**src/rtl/ultrasonic_echo_ranger_assert.svh**
```systemverilog
// Assertion macros for the echo ranger.
`ifndef ULTRASONIC_ECHO_RANGER_ASSERT_SVH
`define ULTRASONIC_ECHO_RANGER_ASSERT_SVH

// Same-cycle implication, checked out of reset.
`define UER_ASSERT_IMPL(label, clk, rstn, ante, cons, msg) \
    label: assert property (@(posedge clk) disable iff (!(rstn)) (ante) |-> (cons)) \
        else $error(msg);

// Next-cycle implication, checked out of reset.
`define UER_ASSERT_NEXT(label, clk, rstn, ante, cons, msg) \
    label: assert property (@(posedge clk) disable iff (!(rstn)) (ante) |=> (cons)) \
        else $error(msg);

`endif

```
**src/rtl/uer_pkg.sv**
```systemverilog
`default_nettype none

package uer_pkg;

    typedef enum logic [1:0] {
        PH_IDLE = 2'd0,
        PH_TRIG = 2'd1,
        PH_RISE = 2'd2,
        PH_FALL = 2'd3
    } phase_t;

    typedef enum logic [1:0] {
        ST_OK      = 2'd0,
        ST_TIMEOUT = 2'd1,
        ST_RANGE   = 2'd2,
        ST_BUSY    = 2'd3
    } status_t;

    typedef enum logic [1:0] {
        CFG_TRIGGER_TICKS = 2'd0,
        CFG_TIMEOUT_TICKS = 2'd1,
        CFG_MIN_DIST      = 2'd2,
        CFG_MAX_DIST      = 2'd3
    } cfg_index_t;

    localparam int unsigned TRIG_W    = 8;
    localparam int unsigned TMO_W     = 24;
    localparam int unsigned DIST_W    = 9;
    localparam int unsigned CFG_W     = 24;
    localparam int unsigned THRESH_W  = 16;
    localparam int unsigned QUOT_IN_W = 15;
    localparam int unsigned PROD_W    = 30;

    localparam logic [TRIG_W-1:0] TRIGGER_TICKS_RST = 8'd15;
    localparam logic [TMO_W-1:0]  TIMEOUT_TICKS_RST = 24'd2000000;
    localparam logic [DIST_W-1:0] MIN_DIST_RST      = 9'd2;
    localparam logic [DIST_W-1:0] MAX_DIST_RST      = 9'd400;

    // floor(w / 58) == (w * 18079) >> 20 for every w below 174762
    localparam logic [QUOT_IN_W-1:0] CM_RECIP = 15'd18079;
    localparam int unsigned          CM_SHIFT = 20;

    // x * 58 as x*64 - x*4 - x*2
    function automatic logic [THRESH_W-1:0] times_cm(input logic [DIST_W:0] x);
        logic [THRESH_W-1:0] xe;
        begin
            xe = THRESH_W'(x);
            times_cm = (xe << 6) - (xe << 2) - (xe << 1);
        end
    endfunction

endpackage

`default_nettype wire

```
**src/rtl/ultrasonic_echo_ranger.sv**
```systemverilog
// Channel   Dir  Ports                       Contents (lowest bit first)
// s_        in   s_tvalid/s_tready/s_tuser  tuser: cmd; tdata: echo_level
// m_        out  m_tvalid/m_tready/m_tdata  tdata: trigger_level, done_res,
//                                            distance_cm[8:0], status[1:0]
// cfg_      in   cfg_we/cfg_addr/cfg_wdata  register write, no read-back
//
// One item per cycle unless the result stalls, via the item and result registers.
// The item register feeds the phase/counter update and the width-to-cm
// multiply, which land in the result register in the same cycle.
// Synchronous active-low reset: phase idle, counters zero, registers at defaults.
// A stalled result holds the item register; the input stalls once both are full.
`default_nettype none

module ultrasonic_echo_ranger #(
    parameter int unsigned TIMER_BITS = 24
) (
    input  wire logic        aclk,
    input  wire logic        aresetn,

    input  wire logic        s_tvalid,
    output logic             s_tready,
    input  wire logic [7:0]  s_tdata,   // [0] echo_level
    input  wire logic        s_tuser,   // [0] cmd

    output logic             m_tvalid,
    input  wire logic        m_tready,
    output logic [15:0]      m_tdata,   // [0] trigger_level, [1] done_res,
                                        // [10:2] distance_cm, [12:11] status

    input  wire logic        cfg_we,
    input  wire logic [1:0]  cfg_addr,
    input  wire logic [uer_pkg::CFG_W-1:0] cfg_wdata
);

    localparam int unsigned CMP_W = (TIMER_BITS > uer_pkg::TMO_W) ?
                                    TIMER_BITS : uer_pkg::TMO_W;
    localparam int unsigned WID_W = (TIMER_BITS > uer_pkg::THRESH_W) ?
                                    TIMER_BITS : uer_pkg::THRESH_W;
    localparam logic [TIMER_BITS-1:0] CNT_MAX = {TIMER_BITS{1'b1}};

    logic [uer_pkg::TRIG_W-1:0] trigger_ticks_reg;
    logic [uer_pkg::TMO_W-1:0]  timeout_ticks_reg;
    logic [uer_pkg::DIST_W-1:0] min_dist_reg;
    logic [uer_pkg::DIST_W-1:0] max_dist_reg;

    logic in_valid_reg;
    logic in_cmd_reg;
    logic in_echo_reg;

    logic        out_valid_reg;
    logic [15:0] out_data_reg;

    uer_pkg::phase_t         phase_reg, phase_next;
    logic [TIMER_BITS-1:0]   wait_count_reg, wait_count_next;
    logic [TIMER_BITS-1:0]   echo_width_reg, echo_width_next;

    logic advance;
    logic [TIMER_BITS-1:0] wait_inc;
    logic [TIMER_BITS-1:0] width_inc;
    logic timed_out;
    logic trig_done;
    logic [uer_pkg::THRESH_W-1:0] min_w;
    logic [uer_pkg::THRESH_W-1:0] max_lim;
    logic in_range;
    logic [uer_pkg::PROD_W-1:0] prod;

    logic                       res_trigger;
    logic                       res_done;
    logic [uer_pkg::DIST_W-1:0] res_dist;
    uer_pkg::status_t           res_status;

    assign advance  = in_valid_reg && (!out_valid_reg || m_tready);
    assign s_tready = !in_valid_reg || advance;
    assign m_tvalid = out_valid_reg;
    assign m_tdata  = out_data_reg;

    always_ff @(posedge aclk) begin
        if (!aresetn) begin
            trigger_ticks_reg <= uer_pkg::TRIGGER_TICKS_RST;
            timeout_ticks_reg <= uer_pkg::TIMEOUT_TICKS_RST;
            min_dist_reg      <= uer_pkg::MIN_DIST_RST;
            max_dist_reg      <= uer_pkg::MAX_DIST_RST;
        end else if (cfg_we) begin
            unique case (uer_pkg::cfg_index_t'(cfg_addr))
                uer_pkg::CFG_TRIGGER_TICKS: trigger_ticks_reg <= cfg_wdata[7:0];
                uer_pkg::CFG_TIMEOUT_TICKS: timeout_ticks_reg <= cfg_wdata[23:0];
                uer_pkg::CFG_MIN_DIST:      min_dist_reg      <= cfg_wdata[8:0];
                uer_pkg::CFG_MAX_DIST:      max_dist_reg      <= cfg_wdata[8:0];
                default:                    ;
            endcase
        end
    end

    always_ff @(posedge aclk) begin
        if (!aresetn) begin
            in_valid_reg <= 1'b0;
        end else if (s_tvalid && s_tready) begin
            in_valid_reg <= 1'b1;
        end else if (advance) begin
            in_valid_reg <= 1'b0;
        end
    end

    always_ff @(posedge aclk) begin
        if (s_tvalid && s_tready) begin
            in_cmd_reg  <= s_tuser;
            in_echo_reg <= s_tdata[0];
        end
    end

    always_ff @(posedge aclk) begin
        if (!aresetn) begin
            phase_reg      <= uer_pkg::PH_IDLE;
            wait_count_reg <= '0;
            echo_width_reg <= '0;
        end else if (advance) begin
            phase_reg      <= phase_next;
            wait_count_reg <= wait_count_next;
            echo_width_reg <= echo_width_next;
        end
    end

    assign wait_inc  = (wait_count_reg == CNT_MAX) ? CNT_MAX
                                                   : wait_count_reg + TIMER_BITS'(1);
    assign width_inc = (echo_width_reg == CNT_MAX) ? CNT_MAX
                                                   : echo_width_reg + TIMER_BITS'(1);
    assign timed_out = (CMP_W'(wait_inc) > CMP_W'(timeout_ticks_reg)) ||
                       (wait_inc == CNT_MAX);
    assign trig_done = CMP_W'(wait_inc) >= CMP_W'(trigger_ticks_reg);

    assign min_w    = uer_pkg::times_cm({1'b0, min_dist_reg});
    assign max_lim  = uer_pkg::times_cm({1'b0, max_dist_reg} + 10'd1);
    assign in_range = (width_inc != '0) &&
                      (WID_W'(width_inc) >= WID_W'(min_w)) &&
                      (WID_W'(width_inc) <  WID_W'(max_lim));
    assign prod     = uer_pkg::PROD_W'(width_inc[uer_pkg::QUOT_IN_W-1:0]) *
                      uer_pkg::PROD_W'(uer_pkg::CM_RECIP);

    always_comb begin
        phase_next      = phase_reg;
        wait_count_next = wait_count_reg;
        echo_width_next = echo_width_reg;
        res_done        = 1'b0;
        res_status      = uer_pkg::ST_BUSY;
        res_dist        = '0;
        if (in_cmd_reg) begin
            phase_next      = uer_pkg::PH_TRIG;
            wait_count_next = '0;
        end else begin
            unique case (phase_reg)
                uer_pkg::PH_TRIG: begin
                    wait_count_next = wait_inc;
                    if (trig_done) begin
                        phase_next      = uer_pkg::PH_RISE;
                        wait_count_next = '0;
                    end
                end
                uer_pkg::PH_RISE: begin
                    if (in_echo_reg) begin
                        phase_next      = uer_pkg::PH_FALL;
                        wait_count_next = '0;
                        echo_width_next = '0;
                    end else begin
                        wait_count_next = wait_inc;
                        if (timed_out) begin
                            phase_next = uer_pkg::PH_IDLE;
                            res_done   = 1'b1;
                            res_status = uer_pkg::ST_TIMEOUT;
                        end
                    end
                end
                uer_pkg::PH_FALL: begin
                    echo_width_next = width_inc;
                    if (!in_echo_reg) begin
                        phase_next = uer_pkg::PH_IDLE;
                        res_done   = 1'b1;
                        if (in_range) begin
                            res_status = uer_pkg::ST_OK;
                            res_dist   = prod[uer_pkg::CM_SHIFT +: uer_pkg::DIST_W];
                        end else begin
                            res_status = uer_pkg::ST_RANGE;
                        end
                    end else begin
                        wait_count_next = wait_inc;
                        if (timed_out) begin
                            phase_next = uer_pkg::PH_IDLE;
                            res_done   = 1'b1;
                            res_status = uer_pkg::ST_TIMEOUT;
                        end
                    end
                end
                default: ;
            endcase
        end
        res_trigger = (phase_next == uer_pkg::PH_TRIG);
    end

    always_ff @(posedge aclk) begin
        if (!aresetn) begin
            out_valid_reg <= 1'b0;
        end else if (advance) begin
            out_valid_reg <= 1'b1;
        end else if (m_tready) begin
            out_valid_reg <= 1'b0;
        end
    end

    always_ff @(posedge aclk) begin
        if (advance) begin
            out_data_reg <= {3'b000, res_status, res_dist, res_done, res_trigger};
        end
    end

`include "ultrasonic_echo_ranger_assert.svh"

    `UER_ASSERT_IMPL(a_idle_result, aclk, aresetn,
        m_tvalid && !m_tdata[1],
        m_tdata[12:11] == uer_pkg::ST_BUSY && m_tdata[10:2] == '0,
        "result without a finished measurement carries a distance or status")

    `UER_ASSERT_IMPL(a_done_no_trigger, aclk, aresetn,
        m_tvalid && m_tdata[1],
        !m_tdata[0] && m_tdata[12:11] != uer_pkg::ST_BUSY,
        "finished measurement with trigger high or busy status")

    `UER_ASSERT_NEXT(a_start_to_trigger, aclk, aresetn,
        advance && in_cmd_reg,
        phase_reg == uer_pkg::PH_TRIG && wait_count_reg == '0,
        "start item did not enter the trigger phase")

endmodule

`default_nettype wire
```
**config.mk**
```make
export PLATFORM = sky130hd
export DESIGN_NAME = ultrasonic_echo_ranger
export DESIGN_NICKNAME = d
export VERILOG_FILES = /design/src/rtl/uer_pkg.sv /design/src/rtl/ultrasonic_echo_ranger.sv
export VERILOG_INCLUDE_DIRS = /design/src /design/src/rtl
export SDC_FILE = /design/constraint.sdc
export NUM_CORES = 1
export LEC_CHECK = 0
export BUFFER_PORTS_ARGS = -buffer_cell sky130_fd_sc_hd__buf_2
export CAP_MARGIN = 20
export CORE_UTILIZATION = 56
export CTS_BUF_LIST = sky130_fd_sc_hd__clkbuf_8
export DETAILED_ROUTE_END_ITERATION = 8
export PLACE_DENSITY = 0.82
export REMOVE_ABC_BUFFERS = 1
export SLEW_MARGIN = 20
export SYNTH_ARGS = -nofsm -noshare
export SYNTH_HDL_FRONTEND = slang
export SYNTH_SLANG_ARGS = --single-unit
```
**constraint.sdc**
```tcl
create_clock -name aclk -period 10.1 [get_ports aclk]
set_clock_uncertainty 0.1 [all_clocks]
set_input_delay 0 -clock aclk [delete_from_list [all_inputs] [get_ports aclk]]
set_output_delay 0 -clock aclk [all_outputs]
set_load 0.02 [all_outputs]
```
Word-level counts from Yosys, hierarchy flattened. Index checks and enable logic that the tools add are counted.

$add $sub $neg: 7. Bitwise logic cells: 3. Multiply operators: 1. Eq/ne operators: 12. Mux-type cells: 28. Magnitude comparators: 4. Reduce and logical (&&, ||, !) cells: 22.

Operator list (count): 2-to-1 mux 24 bit (7); equality test 24 bit, second input constant (3); case mux 24 bit (3 select lines) (1); adder 24 x 1 -> 24 bit, second input constant (2); case mux 24 bit (2 select lines) (1); multiplier 15 x 15 -> 29 bit, second input constant (1); greater-or-equal comparator 24 x 16 -> 1 bit (1); greater-or-equal comparator 24 x 8 -> 1 bit (1); greater-than comparator 24 bit (1); < comparator 24 x 16 -> 1 bit (1); nonzero test 24 bit (1); 2-to-1 mux 2 bit (9); subtractor 15 x 11 -> 16 bit (1); subtractor 16 x 10 -> 16 bit (1); subtractor 16 x 11 -> 16 bit (1); subtractor 16 x 12 -> 16 bit (1); adder 9 x 1 -> 10 bit, second input constant (1); equality test 2 bit, second input constant (4); AND reduction 2 bit (4); 2-to-1 mux 1 bit (7); equality test 2 x 1 -> 1 bit, second input constant (3); case mux 2 bit (3 select lines) (1); nonzero test 2 bit (3); logical AND 1 bit (4); 12 further kinds (17).

Input bits: 40. Output and inout port bits: 18. Word-level logic and storage cells: 91. Register bits: 117.

Depth between registers and ports, before layout.
Depth in word-level cells: 9. Mapped depth: 29. Depth with buffers taken out: 28.

Worst setup path after synthesis. No wires, ideal clock.

Path type: flip-flop to flip-flop. Start point: reg echo_width_reg[0]. End point: reg out_data_reg[9], in the netlist m_tdata[9], data pin. Stages on the path, launching flop included: 30. Path buffers: 1. Data arrival time: 6.580 ns. Slack: 3.166 ns. Library setup time: 0.254 ns. Data required time: 9.746 ns. Clock period less this slack: 6.934 ns. Cell sequence: dfxtp_1 ha_1 nand4_2 nor4_1 nand3_1 clkbuf_1 o21ai_0 inv_1 ha_1 inv_1 fa_1 inv_1 ha_1 inv_1 fa_1 inv_1 fa_1 inv_1 fa_1 inv_1 ha_1 a21oi_1 nand2_1 a21oi_1 o2111ai_1 nand3_1 nand3_1 a31oi_1 xor2_1 nor2_1.

Word-level cells in the longest chain between the ends: 7. Elaborated cells between the ends (all ways): 11. Classes of those cells: add/sub (1); mul (1); order compare (2); eq/ne (1); mux (1); bitwise (1); reduce/logical (4).

Ends and longest elaborated chain: from (decl) (RTL line ultrasonic_echo_ranger.sv:55) `logic [TIMER_BITS-1:0] echo_width_reg, echo_width_next;`; from (signal assigned) (RTL line ultrasonic_echo_ranger.sv:119) `echo_width_reg <= echo_width_next;`; adder 24 x 1 -> 24 bit / equality test 24 bit (equally long branches) (RTL line ultrasonic_echo_ranger.sv:126, ultrasonic_echo_ranger.sv:125); 2-to-1 mux 24 bit * (RTL line ultrasonic_echo_ranger.sv:125) `assign width_inc = (echo_width_reg == CNT_MAX) ? CNT_MAX`; parallel branches: the longest is 5 deep, another holds multiplier 15 x 15 -> 29 bit; to (signal assigned) (RTL line ultrasonic_echo_ranger.sv:210) `out_data_reg <= {3'b000, res_status, res_dist, res_done, res_trigger};`; to (decl) (RTL line ultrasonic_echo_ranger.sv:51) `logic [15:0] out_data_reg;`.

Every way passes the cells marked *. A chain may end at the register's enable or synchronous reset.

Final worst setup path. Ends and elaborated chain as after synthesis.

==> results <==
- The first global-routing pass estimated 50,900 um of wire.
- In this run the post-CTS setup repair buffer count came out at 0.
- The final critical-path required period is 8390 ps.
- The cell with the largest stage delay on the worst path is nand2_1.
- At the pin with the least slew margin, the transition time is 1010 ps.
- The post-detailed-route wirelength per cell is 15.9 um.
- The count of buffers added on input and output ports is 47.
- The weighted congestion at the end of routability-driven global placement is 0.909.
- The yosys synthesis warning count is 0.
- The worst relative slew slack is 32.8%.
- In the final layout, the multi-input gates occupy 9570 um^2.
- The share of the cycle needed by the critical path after routing is 83.1%.
- The initial utilization of the core area, before any placement, comes to 57.7%.
- The async set or reset register ratio after synthesis is 0%.
- The root buffer cell chosen for the clock tree is clkbuf_8.
- The clock-pin slew on the worst setup and hold paths is 80 ps.
- The post-synth design cell area is 13,200 um^2.
- The buffering stage count on the worst path with inverters included is 6.
- Setup repair after global routing left no endpoint under its margin.
- The leakage component of the power is 6.98 nW.
- The number of global-route vias before repair is 10,900.
- The number of clock buffers inserted by TritonCTS is 17.
- The initial antenna violation count is 0.
- The share of cells above drive strength 1 is 6.84%.
- From left edge to right edge, the die measures 155 um.
- The final count of pins violating max slew is 0.
- Buffers inserted to repair hold after CTS numbered 36.
- STA puts the critical path data required time at 10,190 ps.
- The primary flip-flop cell chosen by synthesis mapping is dfxtp_1.
- For this run, design rule violations remaining after detail routing come to 0.
- The number of max-cap violations is 0.
- The number of diodes is 0.
- After floorplanning, the core was divided into 55 placement rows.
- The worst setup path is of the flop to flop kind.
- The detailed-route via count is 11,000.
- The die extent in y is 155 um.
- Once layout is complete, the utilization of the core stands at 62.8%.
- The first detailed-routing pass took 7 iterations.
- Setup violations remaining at the end of the flow were counted as 0.
- The number of synthesized flops with an enable pin is 15.
- During I/O placement, the number of pins put on the boundary was 58.
- The count of nets left with antenna violations after detail routing is 0.
- The count of instances resized after the clock tree is built is 0.
- The CTS tree is done.
- The worst setup path is captured at a flop.
- The clock net in this run drives a total of 117 sinks.
- In this run the deepest clock path goes through 2 buffers.
- Clock latency on the worst-skew pair, taken at its later pin, is 470 ps.
- The maximum fanout count along the critical path is 21.
- Global routing consumed, over all layers together, 26.0% of the routing resources.
- The violation count after the first detailed-route iteration is 831.
- The final global-route overflow total is 0.
- On the worst path, the slowest cell contributes a delay of 720 ps.
- The top achievable clock speed is 119 MHz.
- The number of library cell types mapped by synthesis is 85.
- The maximum vdd drop is 0.107 mV.
- The H-tree was split into 4 levels.
- For the worst setup path, the data arrival time is 8490 ps.
- The number of vias per cell after detailed routing is 5.73.
- The count of filler cells inserted in the layout is 1,910.
- The wire length reported by the detailed router is 30,500 um.
- The most repeated library cell on the critical path is inv_1.
- Entering global routing, the biggest net connects 81 pins.
- The worst min-delay path category is input port to flop.
- The mean area per synthesized cell is 8.53 um^2.
- For this design the ratio of total power to cell area is 80.8 nW/um^2.
- The most frequent standard cell in the layout excluding fill and tap cells is inv_1.
- The number of nets at the end of the flow is 1,942.
- The die covers 24,100 um^2.
- The total negative setup slack is 0 ps.
- The area added between synthesis and finish is 8.84%.
- Leaving out fill and tap cells, the most frequent cells in the layout are inv_1, ha_1, nand2_1, dfxtp_1, fa_1.
- After synthesis the netlist holds a flip-flop and latch count of 117.
- The top cell family by delay on the critical path is adder cells.
- Synthesis handed over a netlist of 1,545 instances.
- The total core area is 22,800 um^2.
- The sequential element share of the synthesized area is 18.9%.
- The post-DP HPWL is 22,700 um.
- The kind of start point of the critical path is a flop.
- The sequential cell area in the final layout is 2490 um^2.
- The flow ran to the end, and the final reports show no timing, DRC or antenna violations.
- The count of endpoints failing hold in the final timing report is 0.
## synthesized netlist by cell type, drive strengths merged (19+ instances only)
library cell / n / area share, %
xor2: 24 / 1.6
dfxtp: 102 / 15
a22o: 24 / 1.6
o21ai: 50 / 1.9
a21boi: 34 / 1.9
nor2b: 29 / 1.4
nor3: 19 / 0.85
nand3: 53 / 2.0
xnor2: 42 / 2.8
buf: 22 / 1.1
a21oi: 71 / 2.7
fa: 86 / 13
ha: 220 / 21
clkbuf: 37 / 1.1
nand4: 24 / 1.4
o211ai: 20 / 1.2
inv: 225 / 6.4
nand2: 178 / 5.1
nor2: 62 / 1.8
## report_power, final
group	leakage [nW]	switching, mW	internal [mW]	total (mW)
Combinational	5.82	0.121	0.0930	0.214
Clock	0.203	0.229	0.226	0.455
Sequential	0.957	0.00840	0.482	0.490
Total	6.98	0.358	0.800	1.16
## cells by family after synthesis
group	synth area share (%)
compound gates	15.5
fa+ha+maj	34.0
xor+xnor	4.39
mux	0.817
flops	18.9
simple gates	17.8
other cells	0.0285
buf+inv	8.55
## stage by stage
stage               cells  setup WS (ps)  total power, mW  instance area, um^2  hold slack (ps)
finish               1922           1710             1.16                14300             67.0
global route         1922           1220             1.21                14300             84.0
CTS                  1922           1750             1.16                14300             35.3
detailed placement   1854           1750            0.699                13600             82.9
global placement     1854           1970            0.689                13600             85.0
floorplan            1488           2910            0.645                12900            -38.1
## tightest hold or removal path: stages
cell and delay, ps:
buf_2 100, buf_4 330, nand2_1 140
## worst paths after layout
check / startpoint / endpoint / slack (ps) / cells after the start
max reg2reg: echo_width_reg[0] / m_tdata[9] / 1710 / 27
min reg2reg: timeout_ticks_reg[12] / timeout_ticks_reg[12] / 360 / 2
max: echo_width_reg[0] / m_tdata[9] / 1710 / 27
min: aresetn / trigger_ticks_reg[0] / 70 / 3
## routing by layer
layer / global-route usage [%] / share of wire [%] / vias up
met4: 8.26 / 2.2 / 0
met3: 3.73 / 4.8 / 63
met5: 0 / 0 / -
met1: 33.2 / 44 / 5248
met2: 45.3 / 49 / 303
li1: - / - / 5395
## cell type report
type                            count  area share, %
Clock buffer                       17           1.63
Clock inverter                     15           1.20
Inverter                          225           5.89
Multi-Input combinational cell   1146           66.7
Sequential cell                   117           17.4
Tap cell                          313           2.73
Timing Repair Buffer               89           4.47
(Power assumes the default switching activity.)
